### config.mk
export PLATFORM = sky130hd
export DESIGN_NAME = csi_escape_sequence_parser_core_flat
export DESIGN_NICKNAME = d
export VERILOG_FILES = /design/src/design/csiesc_pkg.sv /design/src/design/csiesc_ifs.sv /design/src/design/csiesc_in_stage.sv /design/src/design/csiesc_parser.sv /design/src/design/csiesc_out_stage.sv /design/src/design/csi_escape_sequence_parser_core.sv /design/src/flat_wrapper.sv
export SDC_FILE = /design/constraint.sdc
export NUM_CORES = 1
export LEC_CHECK = 0
export BUFFER_PORTS_ARGS = -buffer_cell sky130_fd_sc_hd__buf_4
export CORE_ASPECT_RATIO = 0.8
export CORE_UTILIZATION = 54
export DETAILED_ROUTE_END_ITERATION = 6
export GPL_TIMING_DRIVEN = 0
export PLACE_DENSITY = 0.73
export SYNTH_ARGS = -nofsm -noshare
export SYNTH_HDL_FRONTEND = slang
export SYNTH_HIERARCHICAL = 1
export SYNTH_SLANG_ARGS = --single-unit
### constraint.sdc
create_clock -name clk -period 3.9 [get_ports clk]
set_input_delay 0.975 -clock clk [delete_from_list [all_inputs] [get_ports clk]]
set_output_delay 0.975 -clock clk [all_outputs]
set_load 0.01 [all_outputs]
### src/design/csiesc_pkg.sv
// Shared types and constants for the CSI escape sequence parser.
`timescale 1ns / 1ps
package csiesc_pkg;

    localparam int MAX_ARGS = 16;
    localparam int ARG_CNT_W = $clog2(MAX_ARGS + 1);
    localparam int ARG_IDX_W = 4;
    localparam int VAL_W = 32;

    localparam logic [7:0] CH_DOLLAR = 8'h24;
    localparam logic [7:0] CH_SEMI = 8'h3B;
    localparam logic [7:0] CH_DIGIT_LO = 8'h30;
    localparam logic [7:0] CH_DIGIT_HI = 8'h39;
    localparam logic [7:0] CH_PRIV_LO = 8'h3C;
    localparam logic [7:0] CH_PRIV_HI = 8'h3F;
    localparam logic [7:0] CH_INTER_LO = 8'h20;
    localparam logic [7:0] CH_INTER_HI = 8'h2F;
    localparam logic [VAL_W-1:0] VALUE_MAX = 32'h7FFF_FFFF;
    localparam logic [VAL_W-1:0] VALUE_EMPTY = 32'hFFFF_FFFF;

    typedef struct packed {
        logic [7:0] byte_in;
        logic       begin_req;
    } item_t;

    typedef struct packed {
        logic                    arg_present;
        logic [ARG_IDX_W-1:0]    arg_index;
        logic signed [VAL_W-1:0] arg_value;
        logic                    is_final;
        logic [6:0]              final_byte;
        logic [5:0]              initial_byte;
        logic [5:0]              intermediate_byte;
        logic [ARG_CNT_W-1:0]    arg_count;
    } result_t;

endpackage

### src/design/csiesc_ifs.sv
// Valid/ready channel interfaces for parser input bytes and parse results.
`timescale 1ns / 1ps
interface csiesc_in_if;
    logic       valid;
    logic       ready;
    logic [7:0] byte_in;
    logic       begin_req;

    modport source (output valid, output byte_in, output begin_req, input ready);
    modport sink (input valid, input byte_in, input begin_req, output ready);
endinterface

interface csiesc_out_if;
    logic              valid;
    logic              ready;
    logic              arg_present;
    logic [3:0]        arg_index;
    logic signed [31:0] arg_value;
    logic              is_final;
    logic [6:0]        final_byte;
    logic [5:0]        initial_byte;
    logic [5:0]        intermediate_byte;
    logic [4:0]        arg_count;

    modport source (
        output valid, output arg_present, output arg_index, output arg_value,
        output is_final, output final_byte, output initial_byte,
        output intermediate_byte, output arg_count, input ready
    );
    modport sink (
        input valid, input arg_present, input arg_index, input arg_value,
        input is_final, input final_byte, input initial_byte,
        input intermediate_byte, input arg_count, output ready
    );
endinterface

### src/design/csiesc_in_stage.sv
// Input register stage holding one received byte item.
`timescale 1ns / 1ps
module csiesc_in_stage (
    input  logic               clk,
    input  logic               rst_n,
    input  logic               in_valid,
    output logic               in_ready,
    input  csiesc_pkg::item_t  in_item,
    input  logic               advance,
    output logic               item_valid,
    output csiesc_pkg::item_t  item
);
    import csiesc_pkg::*;

    logic  valid_reg;
    logic  valid_next;
    item_t item_reg;

    assign in_ready = !valid_reg || advance;
    assign valid_next = in_ready ? in_valid : valid_reg;

    always_ff @(posedge clk or negedge rst_n)
    begin
        if (!rst_n)
        begin
            valid_reg <= 1'b0;
        end
        else
        begin
            valid_reg <= valid_next;
        end
    end

    always_ff @(posedge clk)
    begin
        if (in_ready && in_valid)
        begin
            item_reg <= in_item;
        end
    end

    assign item_valid = valid_reg;
    assign item = item_reg;
endmodule

### src/design/csiesc_parser.sv
// Parser state and per-byte result logic.
`timescale 1ns / 1ps
module csiesc_parser (
    input  logic                clk,
    input  logic                rst_n,
    input  logic                fire,
    input  csiesc_pkg::item_t   item,
    output logic                res_valid,
    output csiesc_pkg::result_t res
);
    import csiesc_pkg::*;

    logic                 active_reg, active_next;
    logic                 at_first_reg, at_first_next;
    logic                 only_digits_reg, only_digits_next;
    logic                 digit_seen_reg, digit_seen_next;
    logic [ARG_CNT_W-1:0] closed_reg, closed_next;
    logic [VAL_W-1:0]     acc_reg, acc_next;
    logic [5:0]           init_reg, init_next;
    logic [5:0]           inter_reg, inter_next;
    logic                 stopped_reg, stopped_next;

    logic                 bgn;
    logic [7:0]           c;
    logic                 act;
    logic                 first;
    logic                 od;
    logic                 ds;
    logic [ARG_CNT_W-1:0] closed;
    logic [ARG_CNT_W-1:0] closed_inc;
    logic [VAL_W-1:0]     acc;
    logic [5:0]           init_b;
    logic [5:0]           inter_b;
    logic                 stopped;
    logic                 is_digit;
    logic                 is_final;
    logic                 pend;
    logic [3:0]           digit;
    logic [VAL_W+3:0]     acc_x10;

    assign bgn = item.begin_req;
    assign c = item.byte_in;
    assign act = bgn || active_reg;
    assign first = bgn || at_first_reg;
    assign od = bgn || only_digits_reg;
    assign ds = !bgn && digit_seen_reg;
    assign closed = bgn ? '0 : closed_reg;
    assign closed_inc = closed + ARG_CNT_W'(1);
    assign acc = bgn ? '0 : acc_reg;
    assign init_b = bgn ? 6'd0 : init_reg;
    assign inter_b = bgn ? 6'd0 : inter_reg;
    assign stopped = !bgn && stopped_reg;
    assign is_digit = (c >= CH_DIGIT_LO) && (c <= CH_DIGIT_HI);
    assign is_final = (c[7:6] == 2'b01) || ((c == CH_DOLLAR) && od);
    assign pend = ds && (closed < ARG_CNT_W'(MAX_ARGS));
    assign digit = c[3:0];
    assign acc_x10 = {acc, 3'b000} + {2'b00, acc, 1'b0} + {{VAL_W{1'b0}}, digit};

    always_comb
    begin
        active_next = active_reg;
        at_first_next = at_first_reg;
        only_digits_next = only_digits_reg;
        digit_seen_next = digit_seen_reg;
        closed_next = closed_reg;
        acc_next = acc_reg;
        init_next = init_reg;
        inter_next = inter_reg;
        stopped_next = stopped_reg;
        res_valid = 1'b0;
        res = '0;
        if (act)
        begin
            active_next = 1'b1;
            at_first_next = 1'b0;
            only_digits_next = od;
            digit_seen_next = ds;
            closed_next = closed;
            acc_next = acc;
            init_next = init_b;
            inter_next = inter_b;
            stopped_next = stopped;
            res.initial_byte = init_b;
            res.intermediate_byte = inter_b;
            if (is_final)
            begin
                active_next = 1'b0;
                res_valid = 1'b1;
                res.arg_present = pend;
                res.arg_index = pend ? closed[ARG_IDX_W-1:0] : '0;
                res.arg_value = pend ? acc : '0;
                res.is_final = 1'b1;
                res.final_byte = c[6:0];
                res.arg_count = pend ? closed_inc : closed;
            end
            else
            begin
                only_digits_next = od && is_digit;
                if (!stopped)
                begin
                    if (first && (c >= CH_PRIV_LO) && (c <= CH_PRIV_HI))
                    begin
                        init_next = c[5:0];
                    end
                    else if (is_digit)
                    begin
                        digit_seen_next = 1'b1;
                        if (!ds)
                        begin
                            acc_next = {{(VAL_W-4){1'b0}}, digit};
                        end
                        else if (acc_x10 > {4'b0000, VALUE_MAX})
                        begin
                            acc_next = VALUE_MAX;
                        end
                        else
                        begin
                            acc_next = acc_x10[VAL_W-1:0];
                        end
                    end
                    else if (c == CH_SEMI)
                    begin
                        closed_next = closed_inc;
                        digit_seen_next = 1'b0;
                        acc_next = '0;
                        stopped_next = (closed_inc >= ARG_CNT_W'(MAX_ARGS));
                        res_valid = 1'b1;
                        res.arg_present = 1'b1;
                        res.arg_index = closed[ARG_IDX_W-1:0];
                        res.arg_value = ds ? acc : VALUE_EMPTY;
                    end
                    else if ((c >= CH_INTER_LO) && (c <= CH_INTER_HI))
                    begin
                        inter_next = c[5:0];
                        stopped_next = 1'b1;
                    end
                end
            end
        end
    end

    always_ff @(posedge clk or negedge rst_n)
    begin
        if (!rst_n)
        begin
            active_reg <= 1'b0;
            at_first_reg <= 1'b0;
            only_digits_reg <= 1'b1;
            digit_seen_reg <= 1'b0;
            closed_reg <= '0;
            acc_reg <= '0;
            init_reg <= '0;
            inter_reg <= '0;
            stopped_reg <= 1'b0;
        end
        else if (fire)
        begin
            active_reg <= active_next;
            at_first_reg <= at_first_next;
            only_digits_reg <= only_digits_next;
            digit_seen_reg <= digit_seen_next;
            closed_reg <= closed_next;
            acc_reg <= acc_next;
            init_reg <= init_next;
            inter_reg <= inter_next;
            stopped_reg <= stopped_next;
        end
    end
endmodule

### src/design/csiesc_out_stage.sv
// Result register stage holding one parse result until taken.
`timescale 1ns / 1ps
module csiesc_out_stage (
    input  logic                clk,
    input  logic                rst_n,
    input  logic                load_req,
    input  csiesc_pkg::result_t res_in,
    output logic                advance,
    output logic                out_valid,
    input  logic                out_ready,
    output csiesc_pkg::result_t res_out
);
    import csiesc_pkg::*;

    logic    valid_reg;
    logic    valid_next;
    result_t res_reg;

    assign advance = !valid_reg || out_ready;
    assign valid_next = advance ? load_req : valid_reg;

    always_ff @(posedge clk or negedge rst_n)
    begin
        if (!rst_n)
        begin
            valid_reg <= 1'b0;
        end
        else
        begin
            valid_reg <= valid_next;
        end
    end

    always_ff @(posedge clk)
    begin
        if (advance && load_req)
        begin
            res_reg <= res_in;
        end
    end

    assign out_valid = valid_reg;
    assign res_out = res_reg;
endmodule

### src/design/csi_escape_sequence_parser_core.sv
// Top level of the CSI escape sequence parser.
//
// Usage:
//   in_ch carries one byte item per handshake: byte_in and begin_req. Set
//   begin_req on the first byte after each CSI introducer; bytes that arrive
//   outside a sequence without begin_req are dropped with no result.
//   out_ch carries at most one result per byte: one per ';' that closes an
//   argument, and a closing result (is_final) on the final byte.
// Timing:
//   An item is registered in the input stage at acceptance; when the parser
//   takes it, its result is registered in the output stage and then shows on
//   out_ch. A new byte is taken every cycle while out_ch is not held off;
//   the rate is one item per cycle, since the single multiply-by-ten
//   accumulate on the argument is combinational.
// Stall:
//   While out_ch is held off with a result waiting, the input register
//   still accepts bytes until it is full, then in_ch.ready drops.
// Reset:
//   rst_n clears both stage valids and returns the parser to idle.
`timescale 1ns / 1ps
module csi_escape_sequence_parser_core (
    input logic         clk,
    input logic         rst_n,
    csiesc_in_if.sink   in_ch,
    csiesc_out_if.source out_ch
);
    import csiesc_pkg::*;

    item_t   in_item;
    item_t   item;
    logic    item_valid;
    logic    advance;
    logic    res_valid;
    result_t res;
    result_t res_out;

    assign in_item.byte_in = in_ch.byte_in;
    assign in_item.begin_req = in_ch.begin_req;

    csiesc_in_stage u_in_stage (
        .clk        (clk),
        .rst_n      (rst_n),
        .in_valid   (in_ch.valid),
        .in_ready   (in_ch.ready),
        .in_item    (in_item),
        .advance    (advance),
        .item_valid (item_valid),
        .item       (item)
    );

    csiesc_parser u_parser (
        .clk       (clk),
        .rst_n     (rst_n),
        .fire      (item_valid && advance),
        .item      (item),
        .res_valid (res_valid),
        .res       (res)
    );

    csiesc_out_stage u_out_stage (
        .clk       (clk),
        .rst_n     (rst_n),
        .load_req  (item_valid && res_valid),
        .res_in    (res),
        .advance   (advance),
        .out_valid (out_ch.valid),
        .out_ready (out_ch.ready),
        .res_out   (res_out)
    );

    assign out_ch.arg_present = res_out.arg_present;
    assign out_ch.arg_index = res_out.arg_index;
    assign out_ch.arg_value = res_out.arg_value;
    assign out_ch.is_final = res_out.is_final;
    assign out_ch.final_byte = res_out.final_byte;
    assign out_ch.initial_byte = res_out.initial_byte;
    assign out_ch.intermediate_byte = res_out.intermediate_byte;
    assign out_ch.arg_count = res_out.arg_count;
endmodule

### src/flat_wrapper.sv
// flat-port wrapper written by rule: the top's interface ports become plain ports
module csi_escape_sequence_parser_core_flat import csiesc_pkg::*;
  (clk, rst_n, in_ch_valid, in_ch_byte_in, in_ch_begin_req, in_ch_ready, out_ch_valid, out_ch_arg_present, out_ch_arg_index, out_ch_arg_value, out_ch_is_final, out_ch_final_byte, out_ch_initial_byte, out_ch_intermediate_byte, out_ch_arg_count, out_ch_ready);
  csiesc_in_if in_ch_i ();
  csiesc_out_if out_ch_i ();
  input logic clk;
  input logic rst_n;
  input wire logic [$bits(in_ch_i.valid)-1:0] in_ch_valid;
  input wire logic [$bits(in_ch_i.byte_in)-1:0] in_ch_byte_in;
  input wire logic [$bits(in_ch_i.begin_req)-1:0] in_ch_begin_req;
  output wire logic [$bits(in_ch_i.ready)-1:0] in_ch_ready;
  output wire logic [$bits(out_ch_i.valid)-1:0] out_ch_valid;
  output wire logic [$bits(out_ch_i.arg_present)-1:0] out_ch_arg_present;
  output wire logic [$bits(out_ch_i.arg_index)-1:0] out_ch_arg_index;
  output wire logic [$bits(out_ch_i.arg_value)-1:0] out_ch_arg_value;
  output wire logic [$bits(out_ch_i.is_final)-1:0] out_ch_is_final;
  output wire logic [$bits(out_ch_i.final_byte)-1:0] out_ch_final_byte;
  output wire logic [$bits(out_ch_i.initial_byte)-1:0] out_ch_initial_byte;
  output wire logic [$bits(out_ch_i.intermediate_byte)-1:0] out_ch_intermediate_byte;
  output wire logic [$bits(out_ch_i.arg_count)-1:0] out_ch_arg_count;
  input wire logic [$bits(out_ch_i.ready)-1:0] out_ch_ready;
  assign in_ch_i.valid = in_ch_valid;
  assign in_ch_i.byte_in = in_ch_byte_in;
  assign in_ch_i.begin_req = in_ch_begin_req;
  assign in_ch_ready = in_ch_i.ready;
  assign out_ch_valid = out_ch_i.valid;
  assign out_ch_arg_present = out_ch_i.arg_present;
  assign out_ch_arg_index = out_ch_i.arg_index;
  assign out_ch_arg_value = out_ch_i.arg_value;
  assign out_ch_is_final = out_ch_i.is_final;
  assign out_ch_final_byte = out_ch_i.final_byte;
  assign out_ch_initial_byte = out_ch_i.initial_byte;
  assign out_ch_intermediate_byte = out_ch_i.intermediate_byte;
  assign out_ch_arg_count = out_ch_i.arg_count;
  assign out_ch_i.ready = out_ch_ready;
  csi_escape_sequence_parser_core u_core (.clk(clk), .rst_n(rst_n), .in_ch(in_ch_i), .out_ch(out_ch_i));
endmodule
# Word-level counts from Yosys, hierarchy flattened
# Cells that the tools add are included.
dict set report op_classes {
  mux 54
  n_reduce_logical 23
  n_addsub 3
  magnitude_cmp 9
  eq_ne 3
}
# cell count
set ops {}
lappend ops {{two-way mux 32 bit} 10}
lappend ops {{two-way mux 37 bit} 5}
lappend ops {{two-way mux 6 bit} 11}
lappend ops {{adder 35 x 33 -> 36 bit} 1}
lappend ops {{adder 36 x 4 -> 36 bit} 1}
lappend ops {{greater-than comparator 36 x 31 -> 1 bit, second input constant} 1}
lappend ops {{two-way mux 5 bit} 7}
lappend ops {{>= comparator 8 x 6 -> 1 bit, second input constant} 3}
lappend ops {{less-or-equal comparator 8 x 6 -> 1 bit, second input constant} 3}
lappend ops {{two-way mux 1 bit} 19}
lappend ops {{== test 8 x 6 -> 1 bit, second input constant} 2}
lappend ops {{logical AND 1 bit} 13}
lappend ops {{two-way mux 8 bit} 1}
lappend ops {{adder 5 x 1 -> 5 bit, second input constant} 1}
lappend ops {{>= comparator 5 bit, second input constant} 1}
lappend ops {{logical OR 1 bit} 5}
lappend ops {{< comparator 5 bit, second input constant} 1}
lappend ops {{two-way mux 4 bit} 1}
lappend ops {{AND reduction 2 bit} 2}
lappend ops {{zero test 1 bit} 3}
lappend ops {{== test 2 x 1 -> 1 bit, second input constant} 1}
dict set report totals {
  output_inout_bits 64
  reg_bits 126
  word_cells 112
  input_bits 13
}

# Logic depth before layout (Yosys ltp)
# Gate-level depths: netlist of the first run.
dict set report depth {
  depth_word 10
  depth_mapped 18
  depth_no_buf 16
}

# Cells and area by module
# The synthesis of the first run kept the hierarchy.
# mod area_per_inst_um2 cells_each instances seq_area_each_um2
set by_module_without_submodules {}
lappend by_module_without_submodules {csiesc_parser 5322.6 665 1 1327.5}
lappend by_module_without_submodules {csiesc_out_stage 1915.6 66 1 1886.8}
lappend by_module_without_submodules {csiesc_in_stage 324.1 13 1 295.3}
lappend by_module_without_submodules {csi_escape_sequence_parser_core 12.5 2 1 0.0}

# Least setup slack after synthesis of the first run
# Ideal clock, no wire load.
dict set report synth_path {
  path_type {reg2reg}
  startpoint {register u_core.u_in_stage.item_reg, in the netlist u_core/u_in_stage/item[0]}
  endpoint {register u_core.u_parser.acc_reg[2]}
  setup_slack_ns -0.344
  n_path_buf 4
  setup_time_ns 0.126
  synth_period_minus_slack_ns 4.244
  path_stages_with_launch 18
  t_required_ns 3.774
  t_arrival_ns 4.118
  path_cell_list {edfxtp_1 > clkbuf_1 > clkbuf_1 > clkbuf_1 > nor2b_1 > ha_1 > ha_1 > a21oi_1 > o21ai_0 > a31oi_1 > o21ai_0 > o31a_1 > mux2i_1 > o22a_1 > a2111o_1 > buf_2 > nor4_1 > o31ai_1}
}
dict set report synth_between {
  elab_chain_len 10
  word_cells_on_any_way 21
  classes_between {add/sub: 2; order compare: 1; mux: 8; reduce/logical: 10}
}
# item line
set synth_lines {}
lappend synth_lines {{from (decl)} csiesc_in_stage.sv:17} ;# item_t item_reg;
lappend synth_lines {{from (signal assigned)} csiesc_in_stage.sv:38} ;# item_reg <= in_item;
lappend synth_lines {{two-way mux 32 bit} csiesc_parser.sv:49} ;# assign acc = bgn ? '0 : acc_reg;
lappend synth_lines {{adder 35 x 33 -> 36 bit} csiesc_parser.sv:57} ;# assign acc_x10 = {acc, 3'b000} + {2'b00, acc, 1'b0} + {{VAL_W{1'b0}}, digit};
lappend synth_lines {{adder 36 x 4 -> 36 bit} csiesc_parser.sv:57}
lappend synth_lines {{greater-than comparator 36 x 31 -> 1 bit} csiesc_parser.sv:112} ;# else if (acc_x10 > {4'b0000, VALUE_MAX})
lappend synth_lines {{two-way mux 32 bit} csiesc_parser.sv:112}
lappend synth_lines {{two-way mux 32 bit} csiesc_parser.sv:108} ;# if (!ds)
lappend synth_lines {{two-way mux 32 bit} csiesc_parser.sv:105} ;# else if (is_digit)
lappend synth_lines {{two-way mux 32 bit} csiesc_parser.sv:101} ;# if (first && (c >= CH_PRIV_LO) && (c <= CH_PRIV_HI))
lappend synth_lines {{two-way mux 32 bit} csiesc_parser.sv:99} ;# if (!stopped)
lappend synth_lines {{two-way mux 32 bit} csiesc_parser.sv:85} ;# if (is_final)
lappend synth_lines {{to (signal assigned)} csiesc_parser.sv:163} ;# acc_reg <= acc_next;
lappend synth_lines {{to (decl)} csiesc_parser.sv:18} ;# logic [VAL_W-1:0] acc_reg, acc_next;
# Parallel ways exist; a longest one is shown, timed or not.
# A chain may end at the register's enable or synchronous reset.

# Worst setup path in the final report of the first run
dict set report layout_path {
  startpoint {register u_core.u_in_stage.item_reg, in the netlist u_core/u_in_stage/item[0]}
  endpoint {register u_core.u_parser.acc_reg[16]}
}
# Same word-level chain as after synthesis.

==> impl_metrics.csv, run 1 <==
group,metric,value,unit
run_status,status,"finished, violations left",
run_status,violations,"setup timing",
clocking,clock_latency,440,ps
yosys,syn_area_per_cell,10.2,sq um
yosys,ys_ff_latch,126,
die,die_h,108,um
worst_setup_path,path_buf_inv,3,
worst_setup_path,critPathCaptureType,"flop",
finish,diodes,0,
timing,slew_viol_final,0,
clocking,cts_tree,"built",
worst_setup_path,arrival,4480,ps
grt,grtUsageTotal,0.314,
min_path,hold_class,"reg -> reg",
detailed_routing,wl,24.1,mm
yosys,synth_ff_type,"edfxtp_1",
clocking,cts_hold_buf,0,
timing,tns,-8070,ps
finish,nets,971,
placed_design,port_buffers,76,
finish,nFillCells,859,
clocking,htree_levels,4,
yosys,yosys.area.top_type,"edfxtp_1",
timing,finalHoldViolCount,0,
worst_setup_path,critical_path.max_fanout,10,
placed_design,postPlaceCellArea,0.00840,sq mm
timing,min_period_over_period,1.08,
worst_setup_path,critPathLaunchType,"flop",
yosys,synth_top_area_frac,0.281,
grt,grt_pass1_vias,6534,
finish,drive_gt1_frac,0.354,
timing,setup_viol,31,
yosys,synth_edf_count,71,
finish,post-route-util,0.773,
placed_design,gp_congestion,0.928,
worst_setup_path,crit_top_cell,"a21oi_2",
finish,final_cell_mix,"buf_4 (123), edfxtp_1 (71), nand2_1 (67)",
timing,fin_skew,7.68,ps
power,peakVddDrop,333,uV
yosys,syn_area,0.00757,sq mm
grt,grt_pass1_wl,34.4,mm
die,io-pin-count,77,
yosys,synth_nets,826,
clocking,numCtsBuffers,17,
finish,fin_area,0.0106,sq mm
die,die_x,134,um
die,start_util,0.555,
worst_setup_path,crit_path_max_incr_delay,540,ps
clocking,cts.sinks,126,
clocking,clk_pin_slew,60,ps
min_path,holdPathStages,1,
placed_design,pre_cts_slack,-955,ps
detailed_routing,drc,0,
power,leakagePower,4.32,nW
yosys,syn_inst,746,
finish,ff_latch_area,0.00351,sq mm
detailed_routing,wl_per_cell,22.3,um
yosys,synth_cell_types,63,
detailed_routing,routed_via_density,6.30,
worst_setup_path,crit_cells,16,
yosys,yosysWarnings,6,
worst_setup_path,cp_top_family,"compound AO/OA/AOI/OAI gates",
clocking,cts-root-buf,"clkbuf_16",
worst_setup_path,ff2ff_path_depth,16,
yosys,ys_seq_area_frac,0.463,
worst_setup_path,criticalPathCategory,"reg -> reg",
timing,grt_setup_unrepaired,"yes",
die,core_area,0.0136,sq mm
timing,fmaxAchievable,0.238,GHz
detailed_routing,antenna_left,0,
grt,grt_max_degree,63,
timing,slew_headroom,0.402,
worst_setup_path,cp_cell_sequence,"clkbuf_16 > buf_16 > nor2b_2 > ha_1 > ha_4 > o21ai_0 > a32oi_2 > a21oi_2 > o21a_2 > o31ai_4 > a21oi_2 > xnor2_1 > a2111o_2 > buf_8 > nor3_2 > o21ai_1",
detailed_routing,vias,6833,
finish,final_common_cell,"buf_4",
timing,worst_slew_pin_slew,898,ps
timing,worst_slack,-294,ps
grt,antenna_found_initial,0,
power,power,3.40,mW
worst_setup_path,critPathRequiredTime,4190,ps
power,pwr_density_cell,323,mW/mm^2
placed_design,dpl.hpwl,13.7,mm
finish,multi_input_area,0.00485,sq mm
clocking,cts.path.max_buffers,2,
timing,final.min_clock_period,4190,ps
grt,gr-total-overflow,0,
finish,largest_reg_flops,62,
finish,syn2layout_area_growth,39.3,%
worst_setup_path,crit_path_top_delay_cell,"a2111o_2",
yosys,synthArstFlopShare,0.437,
yosys,synthTopCellsByArea,"edfxtp_1 (28%), dfrtp_1 (18%), ha_1 (11%), o21a_1 (3.6%), nand2_1 (3.5%)",
detailed_routing,drtIter0Drc,718,
die,dieArea,0.0145,sq mm
die,rows,38,
detailed_routing,first_pass_iters,6,
flow_run,drv_cap,0,
## path summary, 6_finish.rpt
kind	startpoint	endpoint	slack, ps
worst max-delay path	u_core/u_in_stage/item[0]	u_core/u_parser/acc_reg[16]	-290
worst min-delay path	u_core/u_parser/inter_reg[2]	u_core/u_parser/inter_reg[2]	500
worst max register to register	u_core/u_in_stage/item[0]	u_core/u_parser/acc_reg[16]	-290
worst min register to register	u_core/u_parser/inter_reg[2]	u_core/u_parser/inter_reg[2]	500
max in group asynchronous	rst_n	u_core/u_parser/acc_reg[9]	2770
min in group asynchronous	rst_n	u_core/u_parser/acc_reg[24]	610
## report_power, final
part / internal (mW) / switching (mW)
sequential: 1.46 / 0.0342
clock: 0.935 / 0.677
combinational: 0.114 / 0.181
## Yosys cell counts, types with 5 or more instances
library cell and instances:
nand2_1 71, and2_1 31, ha_1 66, dfrtp_1 54, o211ai_1 5, o21ai_0 47
a21o_1 15, nor2b_1 39, nor3_1 33, nand3_1 12, nor2_1 28, a22o_1 9
clkbuf_1 22, o21bai_1 5, xnor2_1 21, a21oi_1 51, buf_2 9, inv_1 17
o21ai_1 9, xor2_1 11, nand4_1 11, o21a_1 36, edfxtp_1 71
## stage by stage
stage	instances	hold slack [ps]
4_1_cts	1070	477
3_3_place_gp	1002	451
2_1_floorplan	746	441
3_5_place_dp	1002	458
6_report	1084	499
5_1_grt	1084	506
## cells by family after synthesis
group	count (synthesis)	share of synthesized area
fa+ha+maj	67	0.112
mux	2	0.00264
simple gates	255	0.175
flops	126	0.463
buf+inv	51	0.0268
xor+xnor	32	0.0370
compound gates	213	0.183
## final cells by class
| class | instances | share of cell area |
|---|---|---|
| multi-input cells | 569 | 0.460 |
| flip-flops and latches | 126 | 0.333 |
| repair buffers | 131 | 0.100 |
| clock buffers | 18 | 0.0427 |
| plain buffers | 29 | 0.0237 |
| well taps | 180 | 0.0213 |
| clock inverters | 14 | 0.0138 |
| inverters | 17 | 0.00605 |
## metal layers
metal,share of wire,GRT usage,wire length [um]
met1,0.43,0.439,10300
met2,0.47,0.489,11400
met3,0.073,0.0624,1760
met4,0.027,0.111,658
met5,0,0,0
## what timing repair did
action	4_1_cts	5_1_grt
buffers inserted	35	13
endpoints found under the setup margin	31	41
gates resized for setup	141	88
gates cloned	5	2
pin swaps	27	12
No activity file was read; power rests on OpenSTA's default activity.
==> run 2, diff against run 1 <==
--- a/config.mk
+++ b/config.mk
@@ -6,7 +6,7 @@
 export NUM_CORES = 1
 export LEC_CHECK = 0
 export BUFFER_PORTS_ARGS = -buffer_cell sky130_fd_sc_hd__buf_4
-export CORE_ASPECT_RATIO = 0.8
+export CORE_ASPECT_RATIO = 0.6
 export CORE_UTILIZATION = 54
 export DETAILED_ROUTE_END_ITERATION = 6
 export GPL_TIMING_DRIVEN = 0
==> impl_metrics.csv, run 2 (same netlist as run 1, synthesis figures left out) <==
group,metric,value,unit
placed_design,port_buffers,76,
detailed_routing,wl_per_cell,21.4,um
finish,final_common_cell,"buf_4",
finish,drive_gt1_frac,0.325,
finish,multi_input_area,0.00468,sq mm
worst_setup_path,criticalPathCategory,"reg -> reg",
detailed_routing,vias,6682,
clocking,numCtsBuffers,17,
worst_setup_path,crit_top_cell,"clkbuf_16",
grt,grtUsageTotal,0.312,
flow_run,drv_cap,0,
finish,nets,948,
finish,final_cell_mix,"buf_4 (100), edfxtp_1 (71), nand2_1 (69)",
placed_design,pre_cts_slack,-1000,ps
timing,slew_headroom,0.389,
timing,tns,-8810,ps
timing,worst_slack,-378,ps
timing,fin_skew,9.51,ps
clocking,cts.path.max_buffers,2,
grt,grt_pass1_vias,6082,
finish,diodes,0,
placed_design,gp_congestion,0.908,
detailed_routing,drc,0,
die,die_h,93.7,um
clocking,cts.sinks,126,
power,leakagePower,4.29,nW
timing,grt_setup_unrepaired,"yes",
finish,layout.cells.non_filler,1073,
worst_setup_path,critPathLaunchType,"flop",
timing,fmaxAchievable,0.234,GHz
timing,final.min_clock_period,4280,ps
die,dieArea,0.0145,sq mm
die,start_util,0.554,
die,die_x,155,um
worst_setup_path,arrival,4540,ps
min_path,hold_class,"reg -> reg",
worst_setup_path,critical_path.max_fanout,10,
clocking,clk_pin_slew,60,ps
timing,slew_viol_final,0,
finish,fin_area,0.0102,sq mm
worst_setup_path,cp_top_family,"compound AO/OA/AOI/OAI gates",
worst_setup_path,critPathRequiredTime,4160,ps
detailed_routing,wl,23.0,mm
timing,setup_viol,31,
placed_design,dpl.hpwl,14.8,mm
run_status,status,"finished, violations left",
worst_setup_path,critPathCaptureType,"flop",
worst_setup_path,path_buf_inv,3,
worst_setup_path,crit_path_max_incr_delay,570,ps
detailed_routing,antenna_left,0,
die,core_area,0.0137,sq mm
die,io-pin-count,77,
power,pwr_density_cell,325,mW/mm^2
finish,ff_latch_area,0.00351,sq mm
clocking,cts-root-buf,"clkbuf_16",
detailed_routing,first_pass_iters,6,
detailed_routing,routed_via_density,6.23,
finish,largest_reg_flops,62,
worst_setup_path,crit_path_top_delay_cell,"a2111o_2",
run_status,violations,"setup timing",
finish,post-route-util,0.745,
detailed_routing,drtIter0Drc,699,
placed_design,postPlaceCellArea,0.00841,sq mm
grt,gr-total-overflow,0,
clocking,cts_tree,"built",
grt,antenna_found_initial,0,
finish,syn2layout_area_growth,34.4,%
worst_setup_path,cp_cell_sequence,"clkbuf_16 > clkbuf_8 > nor2b_2 > ha_1 > ha_2 > nand4_1 > nor2_2 > nand2_1 > o21ai_4 > o31a_1 > mux2i_1 > o22a_1 > a2111o_2 > clkbuf_16 > nor3_2 > o21ai_1",
placed_design,place_inst,1014,
timing,finalHoldViolCount,0,
finish,nFillCells,939,
grt,grt_pass1_wl,34.0,mm
clocking,htree_levels,4,
die,rows,33,
timing,worst_slew_pin_slew,908,ps
clocking,clock_latency,420,ps
grt,grt_max_degree,63,
power,peakVddDrop,237,uV
timing,min_period_over_period,1.10,
## run 2: path summary, 6_finish.rpt
path                       cells past startpoint  slack (ps)                         from                           to
setup / recovery                              16        -380    u_core/u_in_stage/item[0]   u_core/u_parser/acc_reg[5]
max in group asynchronous                      1        2770                        rst_n  u_core/u_parser/acc_reg[24]
setup reg to reg                              16        -380    u_core/u_in_stage/item[0]   u_core/u_parser/acc_reg[5]
hold reg to reg                                1         470  u_core/u_parser/init_reg[4]  u_core/u_parser/init_reg[4]
hold / removal                                 1         470  u_core/u_parser/init_reg[4]  u_core/u_parser/init_reg[4]
min in group asynchronous                      1         610                        rst_n  u_core/u_parser/acc_reg[17]
## run 2: repair_timing
action                     4_1_cts  5_1_grt
pin swaps                       23       28
setup buffers                   20        8
cloned                           5        1
resized for setup              143       79
setup endpoints to repair       31       41
hold buffers                     0        0
## run 2: worst register-to-register path: cells and delay by family, from the launching register on
family | cells | cell delay (ps)
AOI/OAI and AO/OA | 5 | 1330
adders and majority gates | 2 | 700
buffers and inverters | 3 | 650
DFF | 1 | 430
muxes | 1 | 100
and+or+nand+nor | 5 | 920
## run 2: layout make-up
cell class                 count  area share
inverter                      17     0.00700
clock buffer                  17      0.0418
multi-input combinational    569       0.460
clock inverter                15      0.0136
tap                          192      0.0236
sequential                   126       0.345
timing repair buffer         110      0.0874
buffer                        27      0.0222
## run 2: where the power goes
part | switching, mW | internal (mW) | leakage [nW] | total [mW]
combinational | 0.178 | 0.106 | 2.63 | 0.285
clock | 0.688 | 0.844 | 0.267 | 1.53
sequential | 0.0344 | 1.46 | 1.39 | 1.50
## run 2: through the flow
stage | hold slack (ps) | total power [mW]
floorplan | 441 | 1.64
global route | 489 | 3.41
finish | 472 | 3.31
detailed placement | 458 | 1.76
CTS | 472 | 3.31
global placement | 450 | 1.76
## run 2: layer usage
metal  global-route usage  routed length, um  vias to the layer above  part of all wire
li1                     -                  -                     2997                 -
met2                0.439               9650                      377              0.42
met5                    0                  0                        -                 0
met3               0.0747               2240                       31             0.097
met1                0.479              10900                     3277              0.47
met4               0.0677                231                        0             0.010
